**src/hw/rtl/ate_pkg.sv**
```systemverilog
// Shared types, constants and command codes of the alarm table engine.
package ate_pkg;

  localparam int unsigned MaxEntries = 16;
  localparam int unsigned IdxW       = $clog2(MaxEntries);
  localparam int unsigned CntW       = $clog2(MaxEntries + 1);
  localparam int unsigned IdW        = 32;
  localparam int unsigned SevW       = 2;
  localparam int unsigned RidxW      = 4;
  localparam int unsigned CmdW       = 3;
  localparam int unsigned StatW      = 2;
  localparam int unsigned InDataW    = 40;
  localparam int unsigned OutDataW   = 88;

  typedef enum logic [CmdW-1:0] {
    CmdInit   = 3'd0,
    CmdDeinit = 3'd1,
    CmdAdd    = 3'd2,
    CmdAck    = 3'd3,
    CmdCount  = 3'd4,
    CmdRead   = 3'd5
  } cmd_e;

  typedef enum logic [StatW-1:0] {
    StOk       = 2'd0,
    StNotInit  = 2'd1,
    StFull     = 2'd2,
    StNotFound = 2'd3
  } status_e;

  typedef enum logic [2:0] {
    SIdle,
    SScan,
    SUpdate,
    SRead,
    SDone
  } state_e;

  typedef struct packed {
    logic [IdW-1:0]  id;
    logic [SevW-1:0] sev;
    logic            acked;
  } entry_t;

  typedef struct packed {
    status_e         status;
    logic            updated_event;
    logic [IdW-1:0]  event_id;
    logic            critical_alert;
    logic            audit_ack;
    logic [CntW-1:0] active_count;
    logic [CntW-1:0] entry_count;
    logic            entry_valid;
    logic [IdW-1:0]  entry_id;
    logic [SevW-1:0] entry_severity;
    logic            entry_acked;
  } result_t;

endpackage

```
**src/hw/rtl/alarm_table_engine_core.sv**
```systemverilog
// Alarm table engine: keyed alarm table held in one synchronous memory.
//
// Each transfer on the slave side carries one command and yields exactly one result
// transfer on the master side. The table sits in one synchronous memory with one read
// per cycle, so add, ack and count walk the stored entries in order in SScan, then pass
// through SUpdate and SDone before the engine takes the next command. Read fetches only
// the indexed entry, through SRead and SDone; init, deinit, the unused codes and add or
// ack while disabled go straight to SDone. A finished result waits in an output
// register, and the next command is accepted meanwhile; the following result holds in
// SDone until the waiting one is taken.
// Init and deinit empty the table at once by resetting the fill count; no clearing pass.
module alarm_table_engine_core import ate_pkg::*; (
  input  logic                clk_i,
  input  logic                rst_ni,
  input  logic                cfg_we_i,
  input  logic [SevW-1:0]     cfg_wdata_i,     // critical_severity
  input  logic                s_axis_tvalid,
  output logic                s_axis_tready,
  // [31:0] alarm_id, [33:32] severity_code, [37:34] read_index, [39:38] zero
  input  logic [InDataW-1:0]  s_axis_tdata,
  input  logic [CmdW-1:0]     s_axis_tuser,    // [2:0] cmd
  output logic                m_axis_tvalid,
  input  logic                m_axis_tready,
  // [0] updated_event, [32:1] event_id, [33] critical_alert, [34] audit_ack,
  // [39:35] active_count, [44:40] entry_count, [45] entry_valid, [77:46] entry_id,
  // [79:78] entry_severity, [80] entry_acked, [87:81] zero
  output logic [OutDataW-1:0] m_axis_tdata,
  output logic [StatW-1:0]    m_axis_tuser     // [1:0] status
);

  state_e            state_q, state_d;
  cmd_e              op_q, op_d;
  logic [IdW-1:0]    id_q, id_d;
  logic [SevW-1:0]   sev_q, sev_d;
  logic [RidxW-1:0]  ridx_q, ridx_d;
  logic [CntW-1:0]   used_q, used_d;
  logic              en_q, en_d;
  logic [SevW-1:0]   crit_q;
  logic [CntW-1:0]   scan_q, scan_d;
  logic [CntW-1:0]   act_q, act_d;
  logic              hit_q, hit_d;
  logic [IdxW-1:0]   hit_pos_q, hit_pos_d;
  entry_t            hit_ent_q, hit_ent_d;
  result_t           res_q, res_d;
  result_t           out_q, out_d;
  logic              out_vld_q, out_vld_d;

  entry_t            mem [MaxEntries];
  logic              mem_we, mem_re;
  logic [IdxW-1:0]   mem_waddr, mem_raddr;
  entry_t            mem_wdata;
  entry_t            rd_data_q;
  logic              rd_vld_q;
  logic [IdxW-1:0]   rd_pos_q;

  logic              in_xfer;
  cmd_e              in_cmd;
  logic [IdW-1:0]    in_id;
  logic [SevW-1:0]   in_sev;
  logic [RidxW-1:0]  in_ridx;

  assign s_axis_tready = (state_q == SIdle);
  assign in_xfer       = s_axis_tvalid && s_axis_tready;
  assign in_cmd        = cmd_e'(s_axis_tuser);
  assign in_id         = s_axis_tdata[31:0];
  assign in_sev        = s_axis_tdata[33:32];
  assign in_ridx       = s_axis_tdata[37:34];

  // table memory, one write and one registered read per cycle
  always_ff @(posedge clk_i) begin
    if (mem_we) begin
      mem[mem_waddr] <= mem_wdata;
    end
    if (mem_re) begin
      rd_data_q <= mem[mem_raddr];
    end
  end

  always_ff @(posedge clk_i or negedge rst_ni) begin
    if (!rst_ni) begin
      state_q   <= SIdle;
      used_q    <= '0;
      en_q      <= 1'b0;
      crit_q    <= 2'd3;
      out_vld_q <= 1'b0;
      rd_vld_q  <= 1'b0;
      hit_q     <= 1'b0;
    end else begin
      state_q   <= state_d;
      used_q    <= used_d;
      en_q      <= en_d;
      out_vld_q <= out_vld_d;
      rd_vld_q  <= mem_re;
      hit_q     <= hit_d;
      if (cfg_we_i) begin
        crit_q <= cfg_wdata_i;
      end
    end
  end

  always_ff @(posedge clk_i) begin
    op_q      <= op_d;
    id_q      <= id_d;
    sev_q     <= sev_d;
    ridx_q    <= ridx_d;
    scan_q    <= scan_d;
    act_q     <= act_d;
    hit_pos_q <= hit_pos_d;
    hit_ent_q <= hit_ent_d;
    res_q     <= res_d;
    out_q     <= out_d;
    rd_pos_q  <= mem_raddr;
  end

  // next state
  always_comb begin
    state_d = state_q;
    case (state_q)
      SIdle: begin
        if (in_xfer) begin
          case (in_cmd)
            CmdAdd, CmdAck: state_d = en_q ? SScan : SDone;
            CmdCount:       state_d = SScan;
            CmdRead:        state_d = SRead;
            default:        state_d = SDone;
          endcase
        end
      end
      SScan: begin
        // leave once every entry is issued and the last read has been compared
        if (scan_q >= used_q && !rd_vld_q) begin
          state_d = SUpdate;
        end
      end
      SUpdate: state_d = SDone;
      SRead:   state_d = SDone;
      SDone: begin
        if (!out_vld_q || m_axis_tready) begin
          state_d = SIdle;
        end
      end
      default: state_d = SIdle;
    endcase
  end

  // datapath and memory control
  always_comb begin
    op_d      = op_q;
    id_d      = id_q;
    sev_d     = sev_q;
    ridx_d    = ridx_q;
    used_d    = used_q;
    en_d      = en_q;
    scan_d    = scan_q;
    act_d     = act_q;
    hit_d     = hit_q;
    hit_pos_d = hit_pos_q;
    hit_ent_d = hit_ent_q;
    res_d     = res_q;
    out_d     = out_q;
    out_vld_d = out_vld_q && !m_axis_tready;
    mem_we    = 1'b0;
    mem_re    = 1'b0;
    mem_waddr = hit_pos_q;
    mem_raddr = scan_q[IdxW-1:0];
    mem_wdata = hit_ent_q;

    case (state_q)
      SIdle: begin
        if (in_xfer) begin
          op_d   = in_cmd;
          id_d   = in_id;
          sev_d  = in_sev;
          ridx_d = in_ridx;
          scan_d = '0;
          act_d  = '0;
          hit_d  = 1'b0;
          res_d  = '0;
          // start the entry read now so the data is ready in SRead
          mem_raddr = in_ridx[IdxW-1:0];
          mem_re    = (in_cmd == CmdRead);
          case (in_cmd)
            CmdInit: begin
              used_d = '0;
              en_d   = 1'b1;
            end
            CmdDeinit: begin
              used_d = '0;
              en_d   = 1'b0;
            end
            CmdAdd, CmdAck: begin
              if (!en_q) begin
                res_d.status = StNotInit;
              end
            end
            default: ;
          endcase
          res_d.entry_count = used_d;
        end
      end
      SScan: begin
        if (scan_q < used_q) begin
          mem_re = 1'b1;
          scan_d = scan_q + CntW'(1);
        end
        if (rd_vld_q) begin
          if (rd_data_q.id == id_q) begin
            hit_d     = 1'b1;
            hit_pos_d = rd_pos_q;
            hit_ent_d = rd_data_q;
          end
          if (!rd_data_q.acked && rd_data_q.sev == sev_q) begin
            act_d = act_q + CntW'(1);
          end
        end
      end
      SUpdate: begin
        case (op_q)
          CmdAdd: begin
            if (hit_q) begin
              // keep the ack flag, replace severity
              mem_we    = 1'b1;
              mem_wdata = '{id: id_q, sev: sev_q, acked: hit_ent_q.acked};
              res_d.updated_event = 1'b1;
              res_d.event_id      = id_q;
            end else if (used_q >= CntW'(MaxEntries)) begin
              res_d.status = StFull;
            end else begin
              mem_we    = 1'b1;
              mem_waddr = used_q[IdxW-1:0];
              mem_wdata = '{id: id_q, sev: sev_q, acked: 1'b0};
              used_d    = used_q + CntW'(1);
              res_d.updated_event  = 1'b1;
              res_d.event_id       = id_q;
              res_d.critical_alert = (sev_q == crit_q);
            end
          end
          CmdAck: begin
            if (hit_q) begin
              mem_we    = 1'b1;
              mem_wdata = '{id: hit_ent_q.id, sev: hit_ent_q.sev, acked: 1'b1};
              res_d.updated_event = 1'b1;
              res_d.event_id      = id_q;
              res_d.audit_ack     = 1'b1;
            end else begin
              res_d.status = StNotFound;
            end
          end
          CmdCount: res_d.active_count = act_q;
          default: ;
        endcase
        res_d.entry_count = used_d;
      end
      SRead: begin
        if (CntW'(ridx_q) < used_q) begin
          res_d.entry_valid    = 1'b1;
          res_d.entry_id       = rd_data_q.id;
          res_d.entry_severity = rd_data_q.sev;
          res_d.entry_acked    = rd_data_q.acked;
        end
      end
      SDone: begin
        if (!out_vld_q || m_axis_tready) begin
          out_d     = res_q;
          out_vld_d = 1'b1;
        end
      end
      default: ;
    endcase
  end

  assign m_axis_tvalid = out_vld_q;
  assign m_axis_tuser  = out_q.status;
  assign m_axis_tdata  = {7'd0, out_q.entry_acked, out_q.entry_severity, out_q.entry_id,
                          out_q.entry_valid, out_q.entry_count, out_q.active_count,
                          out_q.audit_ack, out_q.critical_alert, out_q.event_id,
                          out_q.updated_event};

endmodule

```
**config.mk**
```make
export PLATFORM = sky130hd
export DESIGN_NAME = alarm_table_engine_core
export DESIGN_NICKNAME = d
export VERILOG_FILES = /design/src/hw/rtl/ate_pkg.sv /design/src/hw/rtl/alarm_table_engine_core.sv
export SDC_FILE = /design/constraint.sdc
export NUM_CORES = 1
export LEC_CHECK = 0
export CORE_AREA = 2 2 321 323
export CTS_CLUSTER_DIAMETER = 30
export CTS_CLUSTER_SIZE = 25
export DETAILED_ROUTE_END_ITERATION = 12
export DIE_AREA = 0 0 323 325
export DONT_BUFFER_PORTS = 1
export GPL_TIMING_DRIVEN = 0
export HOLD_SLACK_MARGIN = 0.05
export PLACE_DENSITY = 0.44
export SLEW_MARGIN = 20
export SYNTH_ARGS = -nofsm -noshare
export SYNTH_HDL_FRONTEND = slang
export SYNTH_SLANG_ARGS = --single-unit
```
**constraint.sdc**
```tcl
create_clock -name clk_i -period 6.35 [get_ports clk_i]
set_input_delay 0.9525 -clock clk_i [delete_from_list [all_inputs] [get_ports clk_i]]
set_output_delay 0.9525 -clock clk_i [all_outputs]
set_load 0.02 [all_outputs]
```
==> impl_metrics.tcl, run 1 <==
set metrics [dict create \
    drc_errors 0 \
    syn_inst 2215 \
    worstPathMaxFanout 47 \
    path_clk_slew_ps 50 \
    tightest_slew_ps 1037 \
    cp_num_buf_inv 3 \
    switchingPower_mw 6.367 \
    synth-edff-count 851 \
    clk_latency_ps 740 \
    yosys.area.top_type "edfxtp_1" \
    switching_share_pct 31.88 \
    status "finished clean" \
    yosys-top-cells-count "edfxtp_1, nand2_1, nand3_1" \
    ys_types 60 \
    ys_seq_elements 869 \
    overflow 0 \
    pwr-share-clk_pct 41.9 \
    path_class "reg2reg" \
    antenna_found_initial 4 \
    r2r_slack_ps 2060 \
    grt_first_pass_wirelength_microns 130300 \
    ios 142 \
    grt_setup_unrepaired "no" \
    max_stage_delay_ps 600 \
    yosysMostFrequentCell "edfxtp_1" \
    syn_area_sq_um 33170 \
    area_growth_pct 23.76 \
    totalWireLength_microns 89100 \
    cts_tree "built" \
    path_depth 10 \
    min_period_over_period_pct 67.49 \
    drive_gt1_share_pct 17.05 \
    power.ir.vdd_worst_uv 309.0 \
    cts_root_buf "clkbuf_16" \
    io_buffer_count 0 \
    ys.flop_type "edfxtp_1" \
    critPathCaptureType "register" \
    crit_required_ps 6790 \
    grt.total_usage_pct 17.15 \
    core-area_sq_um 101300 \
    clock_sinks 869 \
    grt_max_degree 61 \
    slew_viol_final 0 \
    holdCritPathClass "in2reg" \
    p_comb_share_pct 19.5 \
    gp_congestion 0.7918 \
    grt_pass1_vias 18890 \
    cap_viol_max_count 0 \
    crit_arrival_ps 4720 \
    finalPower_mw 19.97 \
    multi_input_area_sq_um 6748 \
    p_int_mw 13.61 \
    hold_depth 0 \
    num_rows 117 \
    ys_seq_area_share_pct 78.34 \
    fin_nets 2477 \
    cts_setup_buffers 0 \
    cts_made_buffers 159 \
    worstSetupStartpointType "register" \
    dieArea_sq_um 105000 \
    async_reset_ff_share_pct 1.611 \
    htreeDepth 4 \
    syn_area_per_cell_sq_um 14.98 \
    nFillCells 9277 \
    cp_cell_sequence "nor2_1 -> nand3b_2 -> inv_4 -> mux2i_4 -> inv_2 -> nor2_2 -> buf_2 -> nand3_1 -> a31oi_1 -> nor2_1" \
    wire_per_inst_microns 22.77 \
    hold_violations 0 \
    regArea_sq_um 25990 \
    die_h_microns 325 \
    clock-skew-final_ps 20.73 \
    p_seq_share_pct 38.6 \
    cts_buffer_depth 3 \
    drt_iter0_markers 1436 \
    synth.top_cells.by_area "edfxtp_1, nand2_1, nand3_1" \
    num_vias 18720 \
    period_needed_ps 4286 \
    yosys.area.top_type_share_pct 77.03 \
    start_util_pct 32.75 \
    yosys_warnings 0 \
    crit_family "simple AND/OR/NAND/NOR gates" \
    dp_hpwl_microns 61910 \
    whs_ps 305.6 \
    relSlewSlack_pct 30.53 \
    cp_slowest_cell "mux2i_4" \
    drt_first_pass_iters 7 \
    reg2reg_depth 10 \
    powerDensity_nw_per_um2 486.5 \
    max_freq_mhz 233.3 \
    p_leak_nw 14.06 \
    die_x_microns 323 \
    drt-vias-per-instance 4.783 \
    crit_top_cell "nor2_1" \
    finalSetupViolations 0 \
    postRouteAntennaNets 0 \
    n_antenna_cell 0 \
]
## cells by family (layout without fill, tap and decap cells)
logic type | after synthesis | after routing | share of synthesized area [%]
xor+xnor | 42 | 42 | 1.109
fa+ha+maj | 12 | 12 | 0.4526
buf+inv | 131 | 456 | 1.875
compound gates | 117 | 117 | 2.486
flops | 869 | 869 | 78.34
simple gates | 963 | 963 | 13.09
other cells | 1 | 7 | 0.01130
mux | 80 | 80 | 2.636
## routing by layer
metal / track usage, % / vias to the layer above / wire [microns]
met5: 0 / - / 0
met4: 5.693 / 0 / 2136
li1: - / 8639 / -
met3: 3.555 / 142 / 5404
met1: 22.79 / 9348 / 38870
met2: 27.92 / 592 / 42700
## sequential cells by signal (all words and copies together), names as in the netlist, 5 cells and up
name,flops
id_q,32
scan_q,5
used_q,5
act_q,5
rd_data_q,35
hit_ent_q,35
m_axis_tdata,81
mem,560
res_q,83
## power groups by stage
stage               logic (mW)  registers [mW]  clock network [mW]
floorplan                 2.23            7.71                   0
global placement          3.84            7.87                   0
detailed placement        3.95            7.83                   0
CTS                       3.95            7.73                8.51
global route              4.27            7.79                8.79
finish                    3.89            7.71                8.37
## area by class of cell
class / count / area share (%)
Clock buffer: 182 / 10.05
Tap cell: 1368 / 4.169
Inverter: 16 / 0.1646
Multi-Input combinational cell: 1221 / 16.44
Clock inverter: 110 / 3.084
Timing Repair Buffer: 33 / 1.438
Buffer: 115 / 1.356
Sequential cell: 869 / 63.30
## per-stage QoR
step | TNS [ps] | cells | util [%] | setup WS, ps | instance area [sq um]
after floorplan | 0 | 2221 | - | 1068 | 33200
after global placement | -66220 | 3589 | 34.46 | -1674 | 34910
after detailed placement | 0 | 3621 | 35.19 | 1795 | 35650
after CTS | 0 | 3914 | 40.53 | 2071 | 41050
after global routing | 0 | 3914 | 40.53 | 1820 | 41050
final | 0 | 3914 | 40.53 | 2064 | 41050
## timing repair
item / 4_1_cts / 5_1_grt
hold buffers: 1 / 0
hold endpoints to repair: 14 / 0
gates resized for setup: 0 / 0
setup endpoints to repair: 0 / 0
## worst paths after layout
check                                end             start
min in group asynchronous  m_axis_tvalid            rst_ni
hold reg to reg             hit_pos_q[3]       rd_pos_q[3]
setup / recovery           rd_data_q[24]        state_q[0]
max in group asynchronous      used_q[1]            rst_ni
hold / removal                  id_q[20]  s_axis_tdata[20]
setup reg to reg           rd_data_q[24]        state_q[0]
## layout by cell type (no fill, tap or decap), drive strengths merged, types with 12 or more instances in the layout
cell      Yosys  layout
edfxtp      851     851
nand2       507     507
clkbuf       45     227
nand3       218     218
buf          70     102
nor2         78      78
and2         73      73
clkinv        1      55
nand4        41      41
mux2i        41      41
mux2         39      39
a31oi        38      38
xor2         36      36
inv          15      36
a32oi        35      35
bufinv        0      18
clkinvlp      0      17
a21oi        13      13
ha           12      12
dfrtp        12      12
## worst register-to-register path, cell delays in order, from the launching register on
cell,delay [ps]
dfrtp_1,410
nor2_1,230
nand3b_2,200
inv_4,570
mux2i_4,620
inv_2,230
nor2_2,600
buf_2,400
nand3_1,120
a31oi_1,410
nor2_1,200
Power figures use the tool's default switching activity.
==> inputs of run 2 (changes only) <==
ABC_AREA = 1   (was not set)
CORE_AREA = 2 2 334 336   (was 2 2 321 323)
DIE_AREA = 0 0 336 338   (was 0 0 323 325)
PLACE_DENSITY = 0.46   (was 0.44)
clock period = 3.6 ns   (was 6.35 ns; I/O delays follow)
==> run 2 against run 1 <==
  * Via count rose by 26%
  * Clock power grew 100%
  * Critical path depth fell by 2
  * Flip-flop and latch count unchanged
  * Final cell count rose by 29%
  * Critical endpoint is now rd_data_q[17]
  * Largest cell class unchanged
  * Largest power group unchanged
==> impl_metrics.tcl, run 2 <==
set metrics [dict create \
    status "finished clean" \
    area_growth_pct 28.36 \
    relSlewSlack_pct 31.34 \
    worstSetupStartpointType "register" \
    finish.utilization_pct 42.06 \
    grt_setup_unrepaired "no" \
    p_seq_share_pct 33.2 \
    ios 142 \
    final_common_cell "edfxtp_1" \
    grt_max_degree 35 \
    pwr-share-clk_pct 41.0 \
    crit_required_ps 4070 \
    cp_slowest_cell "clkbuf_1" \
    p_leak_nw 18.56 \
    grt_pass1_vias 22910 \
    overflow 0 \
    cp-startpoint "state_q[2]" \
    r2r_slack_ps 110 \
    crit_family "simple AND/OR/NAND/NOR gates" \
    drt_first_pass_iters 6 \
    die_x_microns 336 \
    syn_inst 3090 \
    path_depth 8 \
    cts_tree "built" \
    hold_violations 0 \
    cts_root_buf "clkbuf_16" \
    crit_arrival_ps 3960 \
    r2r_start "state_q[2]" \
    yosysMostFrequentCell "edfxtp_1" \
    switching_share_pct 34.68 \
    switchingPower_mw 14.30 \
    async_reset_ff_share_pct 1.611 \
    ys_seq_elements 869 \
    gp_congestion 0.8144 \
    cts_buffer_depth 3 \
    p_comb_share_pct 25.8 \
    drive_gt1_share_pct 14.90 \
    core-area_sq_um 110100 \
    nFillCells 10300 \
    drt_iter0_markers 2038 \
    htreeDepth 4 \
    yosys.area.top_type_share_pct 70.86 \
    postRouteAntennaNets 0 \
    io_buffer_count 0 \
    period_needed_ps 3491 \
    dr_wl_met3_microns 6533 \
    path_clk_slew_ps 50 \
    syn_area_per_cell_sq_um 11.67 \
    drt-vias-per-instance 4.684 \
    reg2reg_depth 8 \
    power.ir.vdd_worst_uv 376.4 \
    powerDensity_nw_per_um2 891.0 \
    cap_viol_max_count 0 \
    syn_area_sq_um 36060 \
    finalSetupViolations 0 \
    synth_compound_area_share_pct 1.530 \
    top_register "mem" \
    synthSimpleGateAreaFrac_pct 17.51 \
    p_int_mw 26.94 \
    synth.top_cells.by_area "edfxtp_1, nand3_1, inv_1" \
    grt_first_pass_wirelength_microns 160800 \
    critPathCaptureType "register" \
    hold_depth 2 \
    met1Wirelength_microns 48250 \
    final_cell_mix "edfxtp_1, nand3_1, inv_1" \
    ys_seq_area_share_pct 72.06 \
    drc_errors 0 \
    top_layer_used "met4" \
    fin_nets 3471 \
    slew_viol_final 0 \
    fin_ws_ps 109.4 \
    worstPathMaxFanout 10 \
    tightest_slew_ps 1030 \
    min-delay-start "s_axis_tuser[1]" \
    yosys-top-cells-count "edfxtp_1, nand3_1, inv_1" \
    cp_num_buf_inv 2 \
    wire_per_inst_microns 22.19 \
    ys_types 40 \
    synthMuxAreaShare_pct 0.06245 \
    max_stage_delay_ps 720 \
    max_freq_mhz 286.5 \
    dpl_worst_slack_ps -582.4 \
    clk_latency_ps 760 \
    cts_made_buffers 183 \
    holdCritPathClass "in2reg" \
    clock-skew-final_ps 20.37 \
    path_class "reg2reg" \
    yosys_warnings 0 \
    grt.total_usage_pct 19.83 \
    cp_cell_sequence "nor2_4 -> nand3_2 -> buf_2 -> o21ai_2 -> clkbuf_1 -> nand3_1 -> nand3_1 -> nand2_1" \
    die_h_microns 338 \
    synthAdderAreaFrac_pct 0.4163 \
    totalWireLength_microns 112000 \
    dieArea_sq_um 113600 \
    synth-xor-area-share_pct 0.3886 \
    crit_top_cell "nand3_1" \
    ys.flop_type "edfxtp_1" \
    start_util_pct 32.77 \
    min_period_over_period_pct 96.96 \
    clock_sinks 869 \
    yosys.area.top_type "edfxtp_1" \
    antenna_found_initial 0 \
    dp_hpwl_microns 77740 \
    wl_met2_microns 54440 \
    largest_reg_flops 560 \
    num_rows 122 \
    synth-edff-count 851 \
    num_vias 23630 \
    synth_top_family_by_area "simple AND/OR/NAND/NOR gates" \
]
==> run 2: final timing paths <==
path | endpoint
setup reg to reg | rd_data_q[17]
max in group asynchronous | state_q[0]
min in group asynchronous | used_q[4]
setup / recovery | rd_data_q[17]
hold reg to reg | hit_pos_q[3]
hold / removal | res_q[81]
==> run 2: kinds of logic after synthesis <==
kind of cell / Yosys count
adder cells (fa/ha/maj): 12
flip-flops: 869
other: 1
XOR/XNOR: 16
buffers and inverters: 727
AND/OR/NAND/NOR: 1365
AO/OA/AOI/OAI: 98
multiplexers: 2
==> run 2: through the flow <==
| stage | hold WS [ps] | TNS (ps) | std cells | power, mW | cell area, sq um |
|---|---|---|---|---|---|
| floorplan | 244.4 | 0 | 3096 | 19.46 | 36090 |
| global route | 112.6 | 0 | 5044 | 42.93 | 46290 |
| CTS | 67.29 | 0 | 5037 | 41.51 | 46210 |
| detailed placement | 244.7 | -113520 | 4645 | 24.46 | 39360 |
| global placement | 244.8 | -1972630 | 4584 | 24.23 | 37950 |
| finish | 114.5 | 0 | 5045 | 41.24 | 46290 |
==> run 2: per-layer routing <==
| layer | vias to the layer above | track usage (%) |
|---|---|---|
| li1 | 11090 | - |
| met2 | 804 | 33.33 |
| met1 | 11550 | 25.96 |
| met3 | 195 | 3.427 |
| met4 | 0 | 6.612 |
| met5 | - | 0 |
==> run 2: power groups by stage <==
stage / combinational (mW) / sequential (mW) / clock, mW
2_1_floorplan: 5.75 / 13.7 / 0
4_1_cts: 10.7 / 13.7 / 17.1
6_report: 10.6 / 13.7 / 16.9
3_5_place_dp: 10.6 / 13.9 / 0
5_1_grt: 11.5 / 13.8 / 17.6
3_3_place_gp: 10.2 / 14.0 / 0
==> run 2: what timing repair did <==
action                     CTS  global route
hold endpoints to repair    63             0
hold buffers                49             0
pin swaps                    6             1
buffers inserted            11             7
setup endpoints to repair  428           198
resized for setup            3             6
==> run 2: final cells by class <==
type,instances,area (sq um),area share [%]
flip-flops and latches,869,25990,56.14
multi-input cells,1500,7515,16.23
clock buffers,214,4853,10.48
inverters,576,2163,4.673
well taps,1488,1862,4.022
repair buffers,128,1794,3.876
clock inverters,118,1383,2.987
plain buffers,151,729.5,1.576
diodes,1,2.502,0.005406
==> run 2: worst reg2reg max path, cell delays in order (launching register included) <==
cell      delay [ps]
dfrtp_1          440
nor2_4           230
nand3_2          180
buf_2            280
o21ai_2          590
clkbuf_1         730
nand3_1          320
nand3_1          290
nand2_1          140
==> inputs of run 3 (changes only) <==
CORE_AREA = 2 2 304 306   (was 2 2 334 336)
DIE_AREA = 0 0 306 308   (was 0 0 336 338)
PLACE_DENSITY = 0.54   (was 0.46)
==> run 3 against run 2 <==
  * Flip-flop and latch count unchanged
  * Total power decreased by 6.3%
  * Utilization rose by 7.6 points
  * Via count is 0.11% lower
  * Design area fell by 2.4%
  * Global-route usage up 2.2 points
  * Wire length is 6.9% lower
  * Critical path depth increased by 1
  * Clock skew up 5.2 ps
  * Critical path type unchanged
  * Critical endpoint is now mem[12][19]
  * Largest power group unchanged
==> impl_metrics.tcl, run 3 (synthesis gave the netlist of run 2 again) <==
set metrics [dict create \
    status "finished clean" \
    whs_ps 91.69 \
    clock_sinks 869 \
    finish.instance_area_sq_um 45160 \
    r2r_slack_ps 60 \
    dp_hpwl_microns 72120 \
    postPlaceCellArea_sq_um 38870 \
    final_common_cell "edfxtp_1" \
    relSlewSlack_pct 28.66 \
    drt_first_pass_iters 6 \
    drc_errors 0 \
    worstSetupStartpointType "register" \
    r2r_start "op_q[2]" \
    ios 142 \
    area_growth_pct 25.22 \
    start_util_pct 39.64 \
    clk_latency_ps 740 \
    holdCritPathClass "in2reg" \
    path_class "reg2reg" \
    switching_share_pct 35.41 \
    hold_end "state_q[2]" \
    die_h_microns 308 \
    grt_setup_unrepaired "no" \
    tightest_slew_ps 1070 \
    num_rows 111 \
    gp_congestion 0.8463 \
    p_leak_nw 18.18 \
    slew_viol_final 0 \
    cts_buffer_depth 3 \
    max_stage_delay_ps 490 \
    fin_nets 3464 \
    cp_cell_sequence "nor2_1 -> nand2_1 -> a21oi_2 -> nand2_1 -> o21ai_2 -> nand3_1 -> nor2_4 -> buf_12 -> buf_12" \
    min-delay-start "m_axis_tready" \
    largest_reg_flops 560 \
    grt_max_degree 35 \
    finalPower_mw 38.65 \
    reg2reg_to "mem[12][19]" \
    postRouteAntennaNets 0 \
    drive_gt1_share_pct 14.20 \
    finalSetupViolations 0 \
    overflow 0 \
    num_vias 23600 \
    io_buffer_count 0 \
    powerDensity_nw_per_um2 855.9 \
    hold_violations 0 \
    cp-startpoint "op_q[2]" \
    final_cell_mix "edfxtp_1, nand3_1, inv_1" \
    htreeDepth 4 \
    cp_slowest_cell "a21oi_2" \
    p_comb_share_pct 26.8 \
    core-area_sq_um 90970 \
    dieArea_sq_um 94250 \
    path_clk_slew_ps 50 \
    power.ir.vdd_worst_uv 452.4 \
    p_seq_share_pct 35.4 \
    grt_pass1_vias 22500 \
    reg2reg_depth 9 \
    finish.utilization_pct 49.64 \
    crit_arrival_ps 3950 \
    die_x_microns 306 \
    grt.total_usage_pct 22.06 \
    grt_first_pass_wirelength_microns 149800 \
    drt_iter0_markers 2264 \
    antenna_found_initial 1 \
    period_needed_ps 3541 \
    crit_required_ps 4010 \
    pwr-share-clk_pct 37.8 \
    wire_per_inst_microns 22.09 \
    cts_made_buffers 161 \
    critPathCaptureType "register" \
    n_antenna_cell 0 \
    top_register "mem" \
    cap_viol_max_count 0 \
    cts_tree "built" \
    drt-vias-per-instance 5.001 \
    totalWireLength_microns 104300 \
    clock-skew-final_ps 25.56 \
    max_freq_mhz 282.4 \
    setup_tns_ps 0 \
    min_period_over_period_pct 98.36 \
    worstPathMaxFanout 19 \
    p_int_mw 24.96 \
    hold_depth 3 \
    switchingPower_mw 13.69 \
    cts_root_buf "clkbuf_16" \
]
==> run 3: critical path: cells and delay by family (launching register included) <==
kind / cells / cell delay (ps)
AND/OR/NAND/NOR: 5 / 1510
AO/OA/AOI/OAI: 2 / 840
buffers and inverters: 2 / 410
flip-flops: 1 / 400
==> run 3: routing by layer <==
| metal | up-vias | part of all wire [%] | track usage (%) |
|---|---|---|---|
| met3 | 203 | 7.6 | 4.789 |
| li1 | 11070 | - | - |
| met5 | - | 0.012 | 0 |
| met2 | 982 | 48 | 36.74 |
| met1 | 11350 | 41 | 28.16 |
| met4 | 2 | 3.1 | 8.581 |
==> run 3: cell type report <==
cell class,count,area [sq um]
flip-flops and latches,869,25990
well taps,1186,1484
inverters,576,2162
plain buffers,151,729.5
repair buffers,143,1938
multi-input cells,1500,7505
clock buffers,185,4150
clock inverters,110,1202
fillers,7879,45810
==> run 3: how the worst max path moves through the flow <==
stage | cells after the start | end | slack [ps]
after floorplan | 9 | mem[1][0] | 170
after global placement | 7 | mem[12][29] | -2730
after detailed placement | 8 | mem[15][26] | -500
after CTS | 8 | mem[11][24] | 5
after global routing | 9 | mem[12][17] | 8
final | 9 | mem[12][19] | 60
==> run 3: power groups by stage <==
stage / Combinational, mW / Sequential [mW] / Clock (mW)
final: 10.4 / 13.7 / 14.6
after global routing: 11.1 / 13.8 / 15.3
after CTS: 10.3 / 13.7 / 14.8
after detailed placement: 10.2 / 13.9 / 0
after global placement: 9.81 / 14.0 / 0
after floorplan: 5.75 / 13.7 / 0
==> run 3: what timing repair did <==
| item | CTS | global route |
|---|---|---|
| gates resized for setup | 1 | 5 |
| hold endpoints to repair | 61 | 0 |
| pin swaps | 6 | 4 |
| hold buffers | 48 | 0 |
| buffers inserted | 17 | 24 |
| setup endpoints to repair | 445 | 129 |
==> run 3: stage by stage <==
step                      setup slack [ps]  std cells
final                                59.00       4720
after global routing                 7.588       4720
after CTS                            5.209       4696
after detailed placement            -504.1       4336
after global placement               -2728       4282
after floorplan                      170.2       3096
